==> src/design/pcc_pkg.sv <==
// Shared types and constants for the pupil clamp-to-circle block.
`default_nettype none

package pcc_pkg;

  // Radius registers and the travel distance derived from them
  localparam int RADIUS_BITS = 10;

  // Offset magnitude never exceeds the travel distance, so the divider
  // only has to produce this many quotient bits
  localparam int QUOT_BITS = RADIUS_BITS;

  // Configuration port
  localparam int CFG_INDEX_BITS = 4;
  localparam logic [CFG_INDEX_BITS-1:0] REG_EYE_RADIUS   = CFG_INDEX_BITS'(0);
  localparam logic [CFG_INDEX_BITS-1:0] REG_PUPIL_RADIUS = CFG_INDEX_BITS'(1);

  localparam logic [RADIUS_BITS-1:0] EYE_RADIUS_RESET   = RADIUS_BITS'(90);
  localparam logic [RADIUS_BITS-1:0] PUPIL_RADIUS_RESET = RADIUS_BITS'(47);

  // Control bits that travel with each request down the cell chain
  typedef struct packed {
    logic valid;
    logic in_circle; // target strictly inside the travel circle
    logic neg_x;     // dx is negative
    logic neg_y;     // dy is negative
    logic zero_len;  // root came out zero, offsets are zero
  } pcc_ctl_t;

endpackage

`default_nettype wire

==> src/design/pcc_root_cell.sv <==
// One cell of the square-root chain: retires one root bit per cycle while adv is high.
`default_nettype none

module pcc_root_cell #(
  parameter int ROOT_BITS = 33,
  parameter int SIDE_W    = 1
) (
  input  logic                   clk,
  input  logic                   rst,
  input  logic                   adv,
  input  pcc_pkg::pcc_ctl_t      ctl_in,
  input  logic [2*ROOT_BITS-1:0] rad_in,
  input  logic [ROOT_BITS:0]     rem_in,
  input  logic [ROOT_BITS-1:0]   root_in,
  input  logic [SIDE_W-1:0]      side_in,
  output pcc_pkg::pcc_ctl_t      ctl_out,
  output logic [2*ROOT_BITS-1:0] rad_out,
  output logic [ROOT_BITS:0]     rem_out,
  output logic [ROOT_BITS-1:0]   root_out,
  output logic [SIDE_W-1:0]      side_out
);
  import pcc_pkg::*;

  localparam int TW = ROOT_BITS + 3;

  logic [TW-1:0] rem_sh;
  logic [TW-1:0] trial;
  logic [TW-1:0] rem_sub;
  logic          take;

  // Bring down the next bit pair and try 4*root+1
  always_comb begin
    rem_sh  = {rem_in, rad_in[2*ROOT_BITS-1 -: 2]};
    trial   = TW'({root_in, 2'b01});
    take    = (rem_sh >= trial);
    rem_sub = rem_sh - trial;
  end

  // Control register
  always_ff @(posedge clk) begin
    if (rst) begin
      ctl_out <= '0;
    end else if (adv) begin
      ctl_out <= ctl_in;
    end
  end

  // Payload registers; remainder stays below 2*root+1, so ROOT_BITS+1 bits hold it
  always_ff @(posedge clk) begin
    if (adv) begin
      rad_out  <= rad_in << 2;
      rem_out  <= take ? rem_sub[ROOT_BITS:0] : rem_sh[ROOT_BITS:0];
      root_out <= {root_in[ROOT_BITS-2:0], take};
      side_out <= side_in;
    end
  end

endmodule

`default_nettype wire

==> config.mk <==
export PLATFORM = sky130hd
export DESIGN_NAME = pcc_root_cell
export DESIGN_NICKNAME = d
export VERILOG_FILES = /design/src/design/pcc_pkg.sv /design/src/design/pcc_root_cell.sv
export SDC_FILE = /design/constraint.sdc
export NUM_CORES = 1
export LEC_CHECK = 0
export BUFFER_PORTS_ARGS = -buffer_cell sky130_fd_sc_hd__clkbuf_2
export CORE_UTILIZATION = 29
export DETAILED_ROUTE_END_ITERATION = 16
export PLACE_DENSITY = 0.61
export SYNTH_ARGS = -nofsm -noshare
export SYNTH_HDL_FRONTEND = slang
export SYNTH_SLANG_ARGS = --single-unit
==> constraint.sdc <==
create_clock -name clk -period 5.8 [get_ports clk]
set_input_delay 0 -clock clk [delete_from_list [all_inputs] [get_ports clk]]
set_output_delay 0 -clock clk [all_outputs]
set_load 0.03 [all_outputs]
==> flow_metrics.py <==
metrics = {
    "clocking": {
        "cts_tree": "done",
        "ctsRootBufferMaster": "clkbuf_16",
        "cts.sink_count": 137,
        "cts_max_level": 4,
        "numCtsBuffers": 17,
        "cts_buffer_depth": 2,
        "cts_setup_buffers": 0,
        "post_cts_resized": 0,
        "clkLatencyLatePin_ns": 0.42,
        "clkTransAtPathRegs_ns": 0.07,
    },
    "timing": {
        "setup_tns_ns": 0,
        "slew_headroom_pct": 29.0,
        "tightest_slew_ns": 1.07,
        "rsz0062_at_grt": "false",
        "finalCriticalPeriod_ns": 3.31,
        "worst_slack_ns": 2.49,
        "setup_viol": 0,
        "hold_violations": 0,
        "fmax_mhz": 302,
        "final-max-slew-violation-count": 0,
        "skew_ns": 0,
        "finalCritPeriodShare_pct": 57.1,
    },
    "global_route": {
        "grt_pass1_wl_mm": 30.0,
        "antenna_found_initial": 0,
        "grt.total_usage_pct": 16.5,
        "grt_overflow": 0,
        "grt_pass1_vias": 5645,
        "grt_max_degree": 72,
    },
    "power_and_ir_drop": {
        "peakVddDrop_v": 0.000189,
        "p_leak_nw": 4.59,
        "p_clk_share_pct": 35.7,
        "power_density_nw_per_um2": 298,
        "pwr-share-seq_pct": 40.5,
        "internal-power_mw": 2.08,
        "p_switching_uw": 962,
        "switching_share_pct": 31.6,
        "combPwrFrac_pct": 23.8,
    },
    "drt": {
        "wl_mm": 19.2,
        "wl_per_cell_um": 15.4,
        "drt-initial-drc-count": 328,
        "via_per_inst": 4.53,
        "ant_nets": 0,
        "drc": 0,
        "dr_total_vias": 5659,
        "drt-pass1-iter-count": 4,
    },
    "synth": {
        "syn_area_um2": 6600,
        "yosysSeqAreaShare_pct": 61.6,
        "synth_enable_flop_cells": 132,
        "syn_inst": 539,
        "synth_top_cell_area_share_pct": 60.1,
        "async_reset_ff_share_pct": 0,
        "synthDistinctLibCells": 58,
        "ys_seq_elements": 137,
        "ys_warn_count": 0,
        "synth_flop_cell": "edfxtp_1",
        "synth_top_cell_by_area": "edfxtp_1",
        "synthTopCellsByArea": "edfxtp_1 (60%), ha_1 (6.6%), nand2_1 (3.0%)",
        "avgSynthCellArea_um2": 12.2,
    },
    "critical_path": {
        "cp.required_ns": 5.97,
        "path_max_fanout": 62,
        "worstSetupEndpointType": "flip-flop",
        "ff2ff_setup_slack_ns": 4.65,
        "crit_type": "in -> reg",
        "worstPathCellList": "dlygate4sd3_1 -> clkbuf_2 -> ha_1 -> a21o_1 -> a21oi_1 -> o31ai_1 -> a211o_1 -> o21ai_1 -> a22o_2 -> inv_2 -> mux2_2",
        "slowest_stage": "a22o_2",
        "start_kind": "primary input",
        "cp_slowest_stage_delay_ns": 0.86,
        "critPathArrivalTime_ns": 3.48,
    },
    "layout": {
        "area.growth.synth_to_final_pct": 54.6,
        "diodes": 0,
        "fin_nets": 1132,
        "nFillCells": 2055,
        "post-route-util_pct": 46.2,
        "drive_above_1_share_pct": 33.4,
    },
    "worst_hold_path": {
        "hold_class": "in -> reg",
    },
    "floorplan": {
        "start_util_pct": 29.9,
        "die_area_um2": 23400,
        "row_count": 54,
        "io_pins": 281,
        "die_x_um": 153,
        "core_area_um2": 22100,
        "die_h_um": 153,
    },
    "job": {
        "cap_violations": 0,
    },
    "placement": {
        "place_hpwl_mm": 13.6,
        "port_buffers": 278,
        "place.gp.congestion": 0.811,
        "pre_cts_ws_ns": 2.54,
    },
    "run_status": {
        "status": "finished clean",
    },
}
## flip-flops by register name (all words and copies together) (netlist names)
signal    count
rad_out      64
rem_out      34
root_out     33
ctl_out       5
side_out      1
## cell families (layout without fill, tap and decap cells)
family | after synthesis | after routing | share of synthesized area, %
AND/OR/NAND/NOR | 132 | 132 | 9.55
multiplexers | 7 | 7 | 1.08
XOR/XNOR | 20 | 20 | 2.65
AO/OA/AOI/OAI | 143 | 143 | 14.4
flip-flops | 137 | 137 | 61.6
other | 1 | 2 | 0.0568
buffers and inverters | 64 | 492 | 4.06
adder cells (fa/ha/maj) | 35 | 35 | 6.64
## critical path: cells and delay by family
family | cells | cell delay (ns)
adders and majority gates | 1 | 0.37
AOI/OAI and AO/OA | 6 | 1.86
buffers and inverters | 3 | 0.91
muxes | 1 | 0.34
## power groups by stage
stage	Combinational, mW	Sequential, mW	Clock [mW]
after global placement	0.648	1.25	0
after global routing	0.782	1.24	1.16
final	0.722	1.23	1.09
after floorplan	0.229	1.45	0
after detailed placement	0.650	1.25	0
after CTS	0.729	1.23	1.12
## synth_stat cells, types with 6 or more instances
cell type  count
nand2_1       52
a21o_1        11
o211ai_1       7
o31ai_1       11
o21a_1        10
ha_1          35
inv_1         44
o21bai_1       9
nand4_1        6
o21ai_0       34
and3_1         6
xor2_1         8
xnor2_1       12
clkbuf_1      10
nor3_1        10
a21oi_1       29
mux2i_1        6
edfxtp_1     132
nor2_1        28
## area by class of cell
type / instances / area (µm²) / share of cell area, %
repair buffers: 415 / 2770 / 27.1
multi-input cells: 339 / 2270 / 22.3
flip-flops and latches: 137 / 4060 / 39.8
well taps: 280 / 350 / 3.43
inverters: 45 / 169 / 1.66
clock inverters: 15 / 155 / 1.52
clock buffers: 17 / 425 / 4.17
## per-stage QoR
step / std cells / hold slack, ns / total power, mW / cell area (µm²)
finish: 1248 / 0.0580 / 3.04 / 10200
global placement: 1080 / 0.177 / 1.90 / 8260
floorplan: 540 / 0.0724 / 1.68 / 6600
detailed placement: 1080 / 0.179 / 1.90 / 8260
global route: 1248 / 0.0648 / 3.18 / 10200
CTS: 1248 / 0.0659 / 3.08 / 10200
## cell usage in the layout, fill, tap and decap left out, types with 17 or more instances in the layout
| cell type | n |
|---|---|
| a21oi_1 | 29 |
| clkbuf_16 | 17 |
| clkbuf_2 | 277 |
| dlygate4sd3_1 | 136 |
| edfxtp_1 | 132 |
| ha_1 | 35 |
| inv_1 | 44 |
| nand2_1 | 52 |
| nor2_1 | 28 |
| o21ai_0 | 34 |
## final timing paths
| check | from | endpoint | cells after the start |
|---|---|---|---|
| min reg2reg | ctl_out[3] | ctl_out[3] | 2 |
| min | rad_in[64] | rem_out[0] | 3 |
| max | rem_in[19] | rem_out[16] | 11 |
| max reg2reg | ctl_out[1] | ctl_out[1] | 3 |
## timing repair
item	4_1_cts	5_1_grt
setup endpoints to repair	0	0
hold buffers	136	0
hold endpoints to repair	135	0
## metal layers
metal  part of all wire [%]  wire length [µm]  vias up  track usage [%]
li1                       -                 -     2829                -
met1                     44              8480     2622             19.8
met2                     50              9560      189             29.4
met3                    4.8               914       19             4.03
met4                    1.2               238        0             4.57
met5                      0                 0        -                0
Power figures use the tool's default switching activity.
