[src/design/pcc_pkg.sv]
// Shared types and constants for the pupil clamp-to-circle block.
`default_nettype none

package pcc_pkg;

  // Radius registers and the travel distance derived from them
  localparam int RADIUS_BITS = 10;

  // Offset magnitude never exceeds the travel distance, so the divider
  // only has to produce this many quotient bits
  localparam int QUOT_BITS = RADIUS_BITS;

  // Configuration port
  localparam int CFG_INDEX_BITS = 4;
  localparam logic [CFG_INDEX_BITS-1:0] REG_EYE_RADIUS   = CFG_INDEX_BITS'(0);
  localparam logic [CFG_INDEX_BITS-1:0] REG_PUPIL_RADIUS = CFG_INDEX_BITS'(1);

  localparam logic [RADIUS_BITS-1:0] EYE_RADIUS_RESET   = RADIUS_BITS'(90);
  localparam logic [RADIUS_BITS-1:0] PUPIL_RADIUS_RESET = RADIUS_BITS'(47);

  // Control bits that travel with each request down the cell chain
  typedef struct packed {
    logic valid;
    logic in_circle; // target strictly inside the travel circle
    logic neg_x;     // dx is negative
    logic neg_y;     // dy is negative
    logic zero_len;  // root came out zero, offsets are zero
  } pcc_ctl_t;

endpackage

`default_nettype wire

[src/design/pcc_div_cell.sv]
// One cell of the divider chain: one quotient bit per cycle for both axes while adv is high.
`default_nettype none

module pcc_div_cell #(
  parameter int DW     = 35,
  parameter int SIDE_W = 1
) (
  input  logic                           clk,
  input  logic                           rst,
  input  logic                           adv,
  input  pcc_pkg::pcc_ctl_t              ctl_in,
  input  logic [DW-1:0]                  div_in,
  input  logic [DW-1:0]                  rem_x_in,
  input  logic [DW-1:0]                  rem_y_in,
  input  logic [pcc_pkg::QUOT_BITS-1:0]  q_x_in,
  input  logic [pcc_pkg::QUOT_BITS-1:0]  q_y_in,
  input  logic [SIDE_W-1:0]              side_in,
  output pcc_pkg::pcc_ctl_t              ctl_out,
  output logic [DW-1:0]                  div_out,
  output logic [DW-1:0]                  rem_x_out,
  output logic [DW-1:0]                  rem_y_out,
  output logic [pcc_pkg::QUOT_BITS-1:0]  q_x_out,
  output logic [pcc_pkg::QUOT_BITS-1:0]  q_y_out,
  output logic [SIDE_W-1:0]              side_out
);
  import pcc_pkg::*;

  logic take_x;
  logic take_y;

  // Restoring step against the shifted divisor, shared by both lanes
  always_comb begin
    take_x = (rem_x_in >= div_in);
    take_y = (rem_y_in >= div_in);
  end

  // Control register
  always_ff @(posedge clk) begin
    if (rst) begin
      ctl_out <= '0;
    end else if (adv) begin
      ctl_out <= ctl_in;
    end
  end

  // Payload registers
  always_ff @(posedge clk) begin
    if (adv) begin
      div_out   <= div_in >> 1;
      rem_x_out <= take_x ? (rem_x_in - div_in) : rem_x_in;
      rem_y_out <= take_y ? (rem_y_in - div_in) : rem_y_in;
      q_x_out   <= {q_x_in[QUOT_BITS-2:0], take_x};
      q_y_out   <= {q_y_in[QUOT_BITS-2:0], take_y};
      side_out  <= side_in;
    end
  end

endmodule

`default_nettype wire

[config.mk]
export PLATFORM = sky130hd
export DESIGN_NAME = pcc_div_cell
export DESIGN_NICKNAME = d
export VERILOG_FILES = /design/src/design/pcc_pkg.sv /design/src/design/pcc_div_cell.sv
export SDC_FILE = /design/constraint.sdc
export NUM_CORES = 1
export LEC_CHECK = 0
export ABC_AREA = 0
export BUFFER_PORTS_ARGS = -buffer_cell sky130_fd_sc_hd__clkbuf_2
export CAP_MARGIN = 20
export CORE_MARGIN = 5
export CORE_UTILIZATION = 25
export CTS_CLUSTER_SIZE = 28
export DETAILED_ROUTE_END_ITERATION = 10
export GPL_TIMING_DRIVEN = 0
export SYNTH_ARGS = -nofsm -noshare
export SYNTH_HDL_FRONTEND = slang
export SYNTH_SLANG_ARGS = --single-unit
[constraint.sdc]
create_clock -name clk -period 6.1 [get_ports clk]
set_clock_uncertainty 0.15 [all_clocks]
set_input_delay 0.61 -clock clk [delete_from_list [all_inputs] [get_ports clk]]
set_output_delay 0.61 -clock clk [all_outputs]
set_load 0.05 [all_outputs]
==> flow_summary.yaml, run 1 <==
timing:
  min_period_ns: 3.86
  final_max_slew_viol_count: 0
  tns_ns: 0
  clock.fmax_mhz: 259
  min_period_over_period: 0.633
  final_hold_viol_count: 0
  worst_pin_slew_ns: 0.976
  rsz0062_at_grt: "no"
  slew_headroom: 0.341
  fin_ws_ns: 2.24
  finalSetupViolations: 0
worst_setup_path:
  end_kind: "flop"
  required_ns: 6.13
  slowest_delay_ns: 0.68
  startpoint_type: "primary input"
  cp_slowest_cell: "a21boi_0"
  critical_path_arrival_ns: 3.89
  worstPathCellList: "clkbuf_2 -> ha_1 -> inv_1 -> fa_1 -> a211oi_1 -> o211ai_1 -> a41oi_1 -> o21a_1 -> o21ai_0 -> a21boi_0 -> o22ai_1 -> xnor2_1 -> o21ai_0"
  cpMostUsedCell: "o21ai_0"
  critical_path_class: "primary input to flop"
  crit_fanout: 4
synth:
  synth.distinct_cells: 75
  syn_area_per_cell_um2: 10.0
  synthTopCellsByCount: "edfxtp_1, a21oi_1, nand2_1"
  synth_edf_count: 125
  synthTopCellsByArea: "edfxtp_1, ha_1, a21oi_1"
  syn_nets: 1071
  synth_top_flop_cell: "edfxtp_1"
  postSynthCellCount: 865
  synth_area_leader_cell: "edfxtp_1"
  async_flop_share: 0
  yosysMostFrequentCell: "edfxtp_1"
  synth-seq-area-share: 0.444
  synth_area_um2: 8680
  ys_seq_elements: 130
  ys_warn_count: 0
  synth_top_area_share: 0.433
clocking:
  cts_root_buffer: "clkbuf_16"
  post_cts_buffers: 0
  htree_num_levels: 4
  clk_path_buf_depth: 2
  clk_pin_slew_ns: 0.07
  cts_resized: 0
  hold_buffers: 0
  clk_latency_ns: 0.42
  cts_tree: "yes"
  cts_sinks: 130
  numCtsBuffers: 17
cells_and_area:
  area_delta_synth_final_pct: 28.9
  drive_gt1_frac: 0.286
  nets: 1352
  postLayoutCoreUtil: 0.325
  fillers: 3608
drt:
  vias: 7595
  top_layer: "met5"
  met3_length_um: 2220
  drc: 0
  ant_nets: 0
  drt_iter0_markers: 303
  wl_per_cell_um: 18.5
  dr.pass1.iters: 4
  met1_length_um: 12100
  vias_per_cell: 4.70
  drt_wl_total_um: 29800
  dr_wl_met2_um: 14900
hold_path:
  hold_path.class: "primary input to flop"
global_routing:
  grt_max_degree: 109
  grt_usage: 0.150
  grt_pass1_vias: 7722
  grt_antenna_before_repair: 6
  grt_pass1_wl_um: 44200
  grt_overflow_total: 0
run_status:
  status: "finished, final reports clean"
floorplanning:
  dieArea_um2: 38500
  fp-row-count: 68
  die_h_um: 196
  start_util: 0.252
  core_um2: 34400
  io_pins: 265
  die_w_um: 196
power:
  power.density_nw_per_um2: 296
  peakVddDrop_mv: 0.130
  p_leak_nw: 4.97
  totalPowerFinal_mw: 3.32
placed_design:
  gp_congestion: 0.866
  dp_hpwl_um: 24400
  place_ws_ns: 1.86
  io_buffers: 261
job:
  max_cap_violations: 0
area by class of cell:
class                           instances  area [um2]  area share
Antenna cell                            1        2.50    0.000224
Buffer                                 27         140      0.0125
Clock buffer                           17         425      0.0380
Clock inverter                         15         168      0.0150
Inverter                               57         214      0.0191
Multi-Input combinational cell        651        4470       0.400
Sequential cell                       130        3850       0.345
Tap cell                              455         569      0.0509
Timing Repair Buffer                  262        1340       0.120
critical path: cells and delay by family:
family	cells	cell delay [ns]
xor+xnor	1	0.19
buf+inv	2	0.21
compound gates	8	2.25
fa+ha+maj	2	0.61
sequential cells by signal (all words and copies together), names as in the netlist:
signal / flops
ctl_out: 5
div_out: 34
rem_y_out: 35
q_y_out: 10
side_out: 1
q_x_out: 10
rem_x_out: 35
power breakdown:
group / internal [mW] / total (mW) / switching [mW]
combinational: 0.337 / 1.14 / 0.801
clock: 0.638 / 1.04 / 0.406
sequential: 1.11 / 1.13 / 0.0264
final timing paths:
path | end | slack [ns] | depth (start not counted) | startpoint
max | rem_y_out[32] | 2.24 | 13 | div_in[0]
min | q_x_out[4] | 0.21 | 1 | q_x_in[3]
max reg2reg | ctl_out[3] | 5.33 | 2 | ctl_out[3]
min reg2reg | ctl_out[4] | 0.35 | 2 | ctl_out[4]
through the flow:
step                      hold slack, ns  cells  area (um2)
after floorplan                    0.532    865        8680
after global placement             0.328   1581       10600
after detailed placement           0.346   1582       10600
after CTS                          0.182   1614       11200
after global routing               0.185   1615       11200
final                              0.211   1615       11200
per-layer routing:
| metal | up-vias | track usage |
|---|---|---|
| li1 | 3761 | - |
| met1 | 3596 | 0.168 |
| met2 | 192 | 0.263 |
| met3 | 36 | 0.0531 |
| met4 | 10 | 0.0509 |
| met5 | - | 0 |
cells by family after synthesis:
logic type	synth area share
AND/OR/NAND/NOR	0.123
flip-flops	0.444
AO/OA/AOI/OAI	0.197
XOR/XNOR	0.0606
buffers and inverters	0.0408
adder cells (fa/ha/maj)	0.106
multiplexers	0.0284
other	0.000432
layout by cell type, fill, tap and decap left out, types with 12 or more instances in the layout:
master	synthesis	final
a21oi_1	87	87
ha_1	70	70
nor2_1	71	71
xor2_1	21	21
clkbuf_1	12	12
nand3_1	17	17
nand2_1	78	78
xnor2_1	39	39
edfxtp_1	125	125
a21o_1	28	28
inv_1	56	56
clkbuf_2	0	260
clkbuf_16	0	17
o21ai_0	57	57
No activity file was read; power rests on OpenSTA's default activity.
==> inputs of run 2 (changes only) <==
ABC_AREA = 1   (was 0)
clock period = 3.9 ns   (was 6.1 ns; I/O delays follow)
==> run 2 against run 1 <==
Utilization is 0.49 points higher. Register-to-register slack lost 2.7 ns. Cell count grew 45%. Global-route usage grew 2.0 points. Clock power grew 51%. Power up 63%. Sequential share of layout area decreased by 5.9 points. Synthesized cell count up 68%. Non-clock buffer count up 48. Routed wire length up 31%. Critical endpoint is now rem_x_out[8].
==> flow_summary.yaml, run 2 <==
job:
  max_cap_violations: 0
synth:
  syn_area_per_cell_um2: 7.13
  synthTopCellsByArea: "edfxtp_1, nand2_1, inv_1"
  syn_nets: 1658
  synth_area_um2: 10400
  synth_top_flop_cell: "edfxtp_1"
  ys_seq_elements: 130
  async_flop_share: 0
  postSynthCellCount: 1452
  synth_area_leader_cell: "edfxtp_1"
  synth_edf_count: 125
  synth-seq-area-share: 0.372
  yosysMostFrequentCell: "nand2_1"
  synth_top_area_share: 0.362
  synth.distinct_cells: 35
  ys_warn_count: 0
  synthTopCellsByCount: "nand2_1, inv_1, edfxtp_1"
drt:
  drt_wl_total_um: 39000
  drt_iter0_markers: 580
  drc: 0
  ant_nets: 0
  wl_per_cell_um: 16.7
  vias_per_cell: 4.35
  dr.pass1.iters: 5
  vias: 10200
global_routing:
  grt_pass1_vias: 10200
  grt_overflow_total: 0
  grt_antenna_before_repair: 4
  grt_usage: 0.170
  grt_pass1_wl_um: 57200
  grt_max_degree: 76
clocking:
  cts_resized: 0
  cts_sinks: 130
  numCtsBuffers: 17
  hold_buffers: 60
  clk_path_buf_depth: 2
  cts_root_buffer: "clkbuf_16"
  cts_tree: "yes"
  htree_num_levels: 4
  clk_latency_ns: 0.47
  post_cts_buffers: 0
  clk_pin_slew_ns: 0.06
cells_and_area:
  multi_input_area_um2: 5360
  area_delta_synth_final_pct: 30.5
  mostFrequentLayoutCells: "nand2_1, clkbuf_2, inv_1, edfxtp_1, nor2_1"
  drive_gt1_frac: 0.217
  layout_commonest_cell: "nand2_1"
  seqCellArea_um2: 3850
  fillers: 4431
  nets: 1999
  reg_top3: "rem_x_out (35), rem_y_out (35), div_out (34)"
floorplanning:
  dieArea_um2: 45600
  start_util: 0.253
  die_w_um: 214
  fp-row-count: 74
  die_h_um: 214
  core_um2: 40900
  io_pins: 265
worst_setup_path:
  reg2reg_from: "ctl_out[2]"
  slowest_delay_ns: 0.57
  startpoint_type: "primary input"
  cp_slowest_cell: "dlygate4sd3_1"
  end_kind: "flop"
  crit_fanout: 10
  critical_path_class: "primary input to flop"
  critical_path_arrival_ns: 3.22
  cpMostUsedCell: "nand2_1"
  required_ns: 4.07
  worstPathCellList: "dlygate4sd3_1 -> clkbuf_2 -> inv_1 -> ha_1 -> nand2_2 -> inv_1 -> nand2_1 -> nand2_1 -> nand2_1 -> nand2_1 -> a21oi_1 -> nand2_1 -> nand2_1 -> nand2_2 -> inv_2 -> buf_2 -> nand2_1 -> nand2_1"
  critPathLaunch: "div_in[13]"
hold_path:
  hp-start: "rem_y_in[30]"
  hold_path.class: "primary input to flop"
placed_design:
  gp_congestion: 0.913
  io_buffers: 261
  dp_hpwl_um: 32400
timing:
  final_hold_viol_count: 0
  worst_pin_slew_ns: 0.548
  slew_headroom: 0.635
  clock.fmax_mhz: 327
  tns_ns: 0
  min_period_over_period: 0.783
  timing.hold.ws_ns: 0.0534
  min_period_ns: 3.05
  final_max_slew_viol_count: 0
  rsz0062_at_grt: "no"
  finalSetupViolations: 0
power:
  power.density_nw_per_um2: 399
  peakVddDrop_mv: 0.302
  p_leak_nw: 7.22
run_status:
  status: "finished, final reports clean"
## run 2: metal layers
layer	track usage	vias to the layer above	part of all wire	routed length, um
met2	0.293	258	0.49	19100
met5	0	-	0.00095	37
met4	0.0754	6	0.035	1350
li1	-	5226	-	-
met3	0.0350	62	0.051	2010
met1	0.204	4612	0.42	16500
## run 2: critical path, delay by kind of cell
kind | cells | cell delay (ns)
AOI/OAI and AO/OA | 1 | 0.24
adders and majority gates | 1 | 0.37
buffers and inverters | 6 | 1.34
and+or+nand+nor | 10 | 0.88
## run 2: logic make-up after synthesis
| kind of cell | count (synthesis) | synth area share |
|---|---|---|
| adder cells (fa/ha/maj) | 72 | 0.0884 |
| XOR/XNOR | 36 | 0.0304 |
| flip-flops | 130 | 0.372 |
| buffers and inverters | 271 | 0.110 |
| other | 1 | 0.000362 |
| AND/OR/NAND/NOR | 857 | 0.356 |
| AO/OA/AOI/OAI | 85 | 0.0431 |
## run 2: power by group
part,internal (mW),switching (mW)
clock network,0.917,0.655
registers,1.73,0.0454
logic,0.567,1.48
## run 2: through the flow
| step | setup WS, ns | total power, mW | cells | utilization | instance area (um2) |
|---|---|---|---|---|---|
| 2_1_floorplan | 1.62 | 3.22 | 1452 | - | 10400 |
| 3_3_place_gp | 0.00572 | 3.81 | 2245 | 0.301 | 12300 |
| 3_5_place_dp | 0.937 | 3.81 | 2246 | 0.302 | 12400 |
| 4_1_cts | 0.905 | 5.50 | 2336 | 0.330 | 13500 |
| 5_1_grt | 0.593 | 5.70 | 2337 | 0.330 | 13500 |
| 6_report | 0.846 | 5.39 | 2337 | 0.330 | 13500 |
## run 2: layout make-up
type                    count  share of cell area
repair buffers            322               0.144
plain buffers              15              0.0131
multi-input cells        1051               0.397
clock buffers              17              0.0315
inverters                 256              0.0713
flip-flops and latches    130               0.285
well taps                 532              0.0492
diodes                      1            0.000185
clock inverters            13             0.00898
## run 2: final timing paths
| kind | end | slack [ns] | cells after the start |
|---|---|---|---|
| setup reg to reg | ctl_out[2] | 2.64 | 3 |
| hold / removal | rem_y_out[30] | 0.05 | 3 |
| setup / recovery | rem_x_out[8] | 0.85 | 18 |
| hold reg to reg | ctl_out[1] | 0.32 | 2 |
